## src/hdl/isim_pkg.sv

```systemverilog
// ----------------------------------------------------------------------------
// isim_pkg
// Shared constants and types for the interval set insert/merge block.
// ----------------------------------------------------------------------------
package isim_pkg;

  localparam int DATA_W       = 32;
  localparam int CAPACITY_DEF = 32;

  typedef enum logic [2:0] {
    ST_IDLE,
    ST_RD,
    ST_CMP,
    ST_CMP2,
    ST_FINISH,
    ST_ERD,
    ST_EOUT
  } isim_state_t;

endpackage

```

## src/hdl/interval_set_insert_merge.sv

```systemverilog
// ----------------------------------------------------------------------------
// interval_set_insert_merge
// Sorted set of disjoint closed intervals; each insert merges overlapping
// entries and the set (unchanged if the insert is dropped) is streamed out in ascending order.
// ----------------------------------------------------------------------------
// channel | signals                                  | direction
// --------+------------------------------------------+----------
// in      | in_valid, in_stall, new_start, new_end   | sink
// out     | out_valid, out_stall, out_start, out_end,| source
//         | last_of_set, insert_dropped              |
//
// The merge pass reads each stored entry (ST_RD) and compares it (ST_CMP),
// with an extra write state (ST_CMP2) for the entry in front of which the new
// interval lands; each emitted entry is read (ST_ERD) and offered (ST_EOUT),
// one at a time through the single read port of the two-bank interval memory.
// Reset clears the control state and the entry count; the memory holds no reset value.
// out_stall holds the current output transaction; in_stall is high until
// the last interval of the set has been taken.
// ----------------------------------------------------------------------------
module interval_set_insert_merge
  import isim_pkg::*;
#(
  parameter int CAPACITY = CAPACITY_DEF
) (
  input  logic                     clk,
  input  logic                     rst,
  input  logic                     in_valid,
  output logic                     in_stall,
  input  logic signed [DATA_W-1:0] new_start,
  input  logic signed [DATA_W-1:0] new_end,
  output logic                     out_valid,
  input  logic                     out_stall,
  output logic signed [DATA_W-1:0] out_start,
  output logic signed [DATA_W-1:0] out_end,
  output logic                     last_of_set,
  output logic                     insert_dropped
);

  localparam int AW    = (CAPACITY > 1) ? $clog2(CAPACITY) : 1;
  localparam int CW    = $clog2(CAPACITY + 1);
  localparam int NW    = $clog2(CAPACITY + 2);
  localparam int DEPTH = 2 ** (AW + 1);

  // two banks: the active one holds the set, the other takes the merged list
  logic signed [DATA_W-1:0] mem_s [DEPTH];
  logic signed [DATA_W-1:0] mem_e [DEPTH];

  isim_state_t state, state_next;
  logic              bank, bank_next;
  logic [CW-1:0]     count, count_next;
  logic [CW-1:0]     idx, idx_next;
  logic [NW-1:0]     n, n_next;
  logic              placed, placed_next;
  logic              dropped, dropped_next;
  logic signed [DATA_W-1:0] s, s_next, e, e_next;
  logic signed [DATA_W-1:0] rd_s, rd_e;

  logic [AW:0]              raddr, waddr;
  logic                     we;
  logic signed [DATA_W-1:0] wd_s, wd_e;
  logic [NW-1:0]            n_final;
  logic                     idx_last;

  always_ff @(posedge clk) begin
    if (we) begin
      mem_s[waddr] <= wd_s;
      mem_e[waddr] <= wd_e;
    end
    rd_s <= mem_s[raddr];
    rd_e <= mem_e[raddr];
  end

  always_ff @(posedge clk) begin
    if (rst) begin
      state   <= ST_IDLE;
      bank    <= 1'b0;
      count   <= '0;
      idx     <= '0;
      n       <= '0;
      placed  <= 1'b0;
      dropped <= 1'b0;
    end else begin
      state   <= state_next;
      bank    <= bank_next;
      count   <= count_next;
      idx     <= idx_next;
      n       <= n_next;
      placed  <= placed_next;
      dropped <= dropped_next;
    end
    s <= s_next;
    e <= e_next;
  end

  assign idx_last = ({1'b0, idx} + 1'b1) == {1'b0, count};
  assign n_final  = n + {{(NW-1){1'b0}}, !placed};

  always_comb begin
    state_next   = state;
    bank_next    = bank;
    count_next   = count;
    idx_next     = idx;
    n_next       = n;
    placed_next  = placed;
    dropped_next = dropped;
    s_next       = s;
    e_next       = e;
    raddr        = {bank, idx[AW-1:0]};
    waddr        = {!bank, n[AW-1:0]};
    we           = 1'b0;
    wd_s         = rd_s;
    wd_e         = rd_e;
    in_stall     = 1'b1;
    out_valid    = 1'b0;

    case (state)
      ST_IDLE: begin
        in_stall = 1'b0;
        if (in_valid) begin
          // swapped end points cover the same points
          if (new_end < new_start) begin
            s_next = new_end;
            e_next = new_start;
          end else begin
            s_next = new_start;
            e_next = new_end;
          end
          idx_next     = '0;
          n_next       = '0;
          placed_next  = 1'b0;
          dropped_next = 1'b0;
          state_next   = (count == '0) ? ST_FINISH : ST_RD;
        end
      end
      ST_RD: state_next = ST_CMP;
      ST_CMP: begin
        if (rd_e < s) begin
          we     = (n < NW'(CAPACITY));
          n_next = n + 1'b1;
        end else if (rd_s > e) begin
          we     = (n < NW'(CAPACITY));
          n_next = n + 1'b1;
          if (!placed) begin
            wd_s        = s;
            wd_e        = e;
            placed_next = 1'b1;
          end
        end else begin
          if (rd_s < s) s_next = rd_s;
          if (rd_e > e) e_next = rd_e;
        end
        if ((rd_s > e) && (rd_e >= s) && !placed) begin
          state_next = ST_CMP2;  // stored entry still to be written
        end else begin
          idx_next   = idx + 1'b1;
          state_next = idx_last ? ST_FINISH : ST_RD;
        end
      end
      ST_CMP2: begin
        we         = (n < NW'(CAPACITY));
        n_next     = n + 1'b1;
        idx_next   = idx + 1'b1;
        state_next = idx_last ? ST_FINISH : ST_RD;
      end
      ST_FINISH: begin
        if (!placed) begin
          wd_s = s;
          wd_e = e;
          we   = (n < NW'(CAPACITY));
        end
        if (n_final > NW'(CAPACITY)) begin
          dropped_next = 1'b1;
        end else begin
          bank_next  = !bank;
          count_next = n_final[CW-1:0];
        end
        idx_next   = '0;
        state_next = ST_ERD;
      end
      ST_ERD: state_next = ST_EOUT;
      ST_EOUT: begin
        out_valid = 1'b1;
        if (!out_stall) begin
          if (idx_last) begin
            state_next = ST_IDLE;
          end else begin
            idx_next   = idx + 1'b1;
            state_next = ST_ERD;
          end
        end
      end
      default: state_next = ST_IDLE;
    endcase
  end

  assign out_start      = rd_s;
  assign out_end        = rd_e;
  assign last_of_set    = idx_last;
  assign insert_dropped = dropped;

endmodule

```

## config.mk

```make
export PLATFORM = sky130hd
export DESIGN_NAME = interval_set_insert_merge
export DESIGN_NICKNAME = d
export VERILOG_FILES = /design/src/hdl/isim_pkg.sv /design/src/hdl/interval_set_insert_merge.sv
export SDC_FILE = /design/constraint.sdc
export NUM_CORES = 2
export LEC_CHECK = 0
export ABC_AREA = 0
export BUFFER_PORTS_ARGS = -buffer_cell sky130_fd_sc_hd__buf_2
export CORE_MARGIN = 4
export CORE_UTILIZATION = 50
export DETAILED_ROUTE_END_ITERATION = 16
export PLACE_DENSITY_LB_ADDON = 0.2
export SLEW_MARGIN = 20
export SYNTH_ARGS = -nofsm -noshare
export SYNTH_HDL_FRONTEND = slang
export SYNTH_SLANG_ARGS = --single-unit
```

## constraint.sdc

```tcl
create_clock -name clk -period 25.4 [get_ports clk]
set_input_delay 1.27 -clock clk [delete_from_list [all_inputs] [get_ports clk]]
set_output_delay 1.27 -clock clk [all_outputs]
set_load 0.02 [all_outputs]
```

==> flow_metrics.tcl <==
set metrics [dict create \
    synth_edf_count 4160 \
    power_density_mw_per_mm2 110 \
    synth.top_cell.area_share_pct 75.0 \
    nets 7922 \
    synthTopCellsByArea "edfxtp_1 (75%), mux4_2 (18%), ha_1 (1.2%)" \
    antenna_found_initial 33 \
    worstMarginPinSlew_ns 1.29 \
    place_ws_ns 18.77 \
    p_sw_share_pct 29.6 \
    synth_area_sq_mm 0.166 \
    drc 0 \
    seqPwrFrac_pct 48.0 \
    dr.pass1.iters 6 \
    seq_area_sq_mm 0.127 \
    power.leakage_nw 57.9 \
    clk_latency_ns 0.98 \
    cts_inserted_buffers 424 \
    mostFrequentLayoutCell "edfxtp_1" \
    die_y_um 585 \
    postCtsHoldBufs 0 \
    worst-endpoint-arrival_ns 7.18 \
    hold_ws_ns 0.496 \
    final_cell_mix "edfxtp_1 (4160), mux4_2 (1344), clkbuf_16 (430)" \
    finalSetupTns_ns 0 \
    layout-drive-gt1-share_pct 31.6 \
    status "completed" \
    clkPwrFrac_pct 30.1 \
    ys_warn_count 0 \
    hold_viol 0 \
    cap_violations 0 \
    seq_area_frac_synth_pct 76.1 \
    start_kind "flip-flop" \
    rsz0062_at_grt "no" \
    fin_ws_ns 18.85 \
    worst_clock_skew_ns 0.0651 \
    hold_class "flip-flop to flip-flop" \
    fp.coreArea_sq_mm 0.331 \
    wl_mm 480 \
    utilization_pct 56.9 \
    grt_use_total_pct 28.2 \
    multiInputGateArea_sq_mm 0.0389 \
    fmax_mhz 153 \
    htree_levels 5 \
    clock-sinks 4248 \
    finalCriticalPeriod_ns 6.55 \
    dr_total_vias 82600 \
    clockRootBuffer "clkbuf_16" \
    slew_headroom_pct 13.1 \
    vias_per_cell 6.64 \
    required_ns 26.03 \
    max-clock-path-buffers 4 \
    synthCells 7230 \
    drtAntennaViolNets 0 \
    syn2layout_area_growth_pct 13.2 \
    fillers 23900 \
    synth_fp_nets 7460 \
    clkSlewWorstSetupHoldPaths_ns 0.06 \
    finalMaxSlewViolations 0 \
    grt_use_met3_pct 5.31 \
    path_class "flip-flop to flip-flop" \
    fp.dieW_um 585 \
    ys.flop_type "edfxtp_1" \
    synth.avg_cell_area_sq_um 23.0 \
    drt_iter0_drc 12000 \
    start_util_pct 50.3 \
    routedWlPerCell_um 38.6 \
    grt_pass1_wl_mm 666 \
    peakVddDrop_mv 0.100 \
    post_cts_resized 0 \
    top_usage_layer "met2" \
    io_pins 136 \
    grt_util_met2_pct 43.5 \
    ys_ff_latch 4248 \
    std_cell_rows 211 \
    setup_violations 0 \
    met1_usage_pct 39.5 \
    endpoint_kind "flip-flop" \
    pwr-share-comb_pct 21.9 \
    ys_types 63 \
    place_hpwl_mm 268 \
    p_switching_mw 6.15 \
    post_cts_buffers 0 \
    cts_tree "built" \
    place_congestion 0.890 \
    p_int_mw 14.6 \
    grt_max_degree 130 \
    dieArea_sq_mm 0.342 \
    yosysTopAreaCell "edfxtp_1" \
    crit_fanout 64 \
    port_buffers 135 \
    overflow 0 \
    grt_pass1_vias 81400 \
    final.period_utilization_pct 25.8 \
    synthArstFlopShare_pct 0 \
]
critical path, stage by stage (launching register included):
cell	delay [ns]
dfxtp_1	0.95
ha_1	0.40
nand4_1	0.21
nor2_1	0.09
a221o_1	0.37
o31ai_1	0.38
buf_4	0.23
nand3_1	0.16
a41oi_4	0.68
buf_4	0.86
buf_4	0.76
nand2_1	0.20
o21ai_4	0.17
buf_4	0.52
logic make-up after synthesis:
logic type / Yosys count / share of synthesized area, %
mux: 1352 / 18.2
compound gates: 374 / 1.33
fa+ha+maj: 162 / 1.22
xor+xnor: 14 / 0.0737
flops: 4248 / 76.1
simple gates: 579 / 1.81
buf+inv: 501 / 1.23
registers in the layout (all words and copies together) (netlist names):
signal          flops
bank                1
count               6
e                  32
idx                 6
insert_dropped      1
mem_e            2048
mem_s            2048
n                   6
out_end            32
out_start          32
placed              1
s                  32
state               3
area by class of cell:
class / instances / area share, %
well taps: 4366 / 2.90
multi-input cells: 2481 / 20.6
clock inverters: 229 / 1.26
inverters: 104 / 0.207
repair buffers: 433 / 1.66
flip-flops and latches: 4248 / 67.2
clock buffers: 555 / 6.08
diodes: 17 / 0.0226
power groups by stage:
| stage | combinational, mW | clock [mW] | sequential, mW |
|---|---|---|---|
| global route | 4.87 | 6.63 | 9.98 |
| detailed placement | 4.54 | 0 | 10.1 |
| floorplan | 2.55 | 0 | 10.3 |
| CTS | 4.54 | 6.32 | 9.96 |
| global placement | 4.34 | 0 | 10.1 |
| finish | 4.55 | 6.24 | 9.97 |
Yosys cell counts, drive strengths merged, types with 4 or more instances:
library cell,number
a21o,30
or3,7
and3,65
a31oi,7
nor3,60
nand2,168
nor3b,32
clkbuf,244
nor2b,9
nand3,91
o21ai,213
a221o,4
or2,11
ha,162
mux4,1344
and4,8
nor2,32
edfxtp,4160
mux2i,6
inv,104
nand4,24
nand2b,10
a311oi,7
a211oi,6
nor4,51
o31ai,5
o311ai,4
o211ai,12
a21oi,61
xor2,7
dfxtp,88
xnor2,7
buf,153
routing by layer:
metal | routed length (um) | part of all wire (%)
met1 | 180000 | 37
met2 | 227000 | 47
met3 | 47000 | 9.8
met4 | 25900 | 5.4
met5 | 40 | 0.0083
final timing paths:
check | slack [ns] | start | to | cells past startpoint
setup / recovery | 18.85 | out_end[14]$_DFF_P_ | mem_e[49][12]$_DFFE_PP_ | 13
setup reg to reg | 18.85 | out_end[14]$_DFF_P_ | mem_e[49][12]$_DFFE_PP_ | 13
hold / removal | 0.50 | insert_dropped$_SDFFE_PP0P_ | insert_dropped$_SDFFE_PP0P_ | 2
hold reg to reg | 0.50 | insert_dropped$_SDFFE_PP0P_ | insert_dropped$_SDFFE_PP0P_ | 2
metrics by stage:
| step | total power [mW] | cell area (sq um) | cells |
|---|---|---|---|
| after floorplan | 12.8 | 166000 | 7230 |
| after global placement | 14.4 | 174000 | 11600 |
| after detailed placement | 14.6 | 175000 | 11600 |
| after CTS | 20.8 | 188000 | 12400 |
| after global routing | 21.5 | 188000 | 12400 |
| final | 20.8 | 188000 | 12400 |
Note: power is estimated with default switching activity, not from simulation.
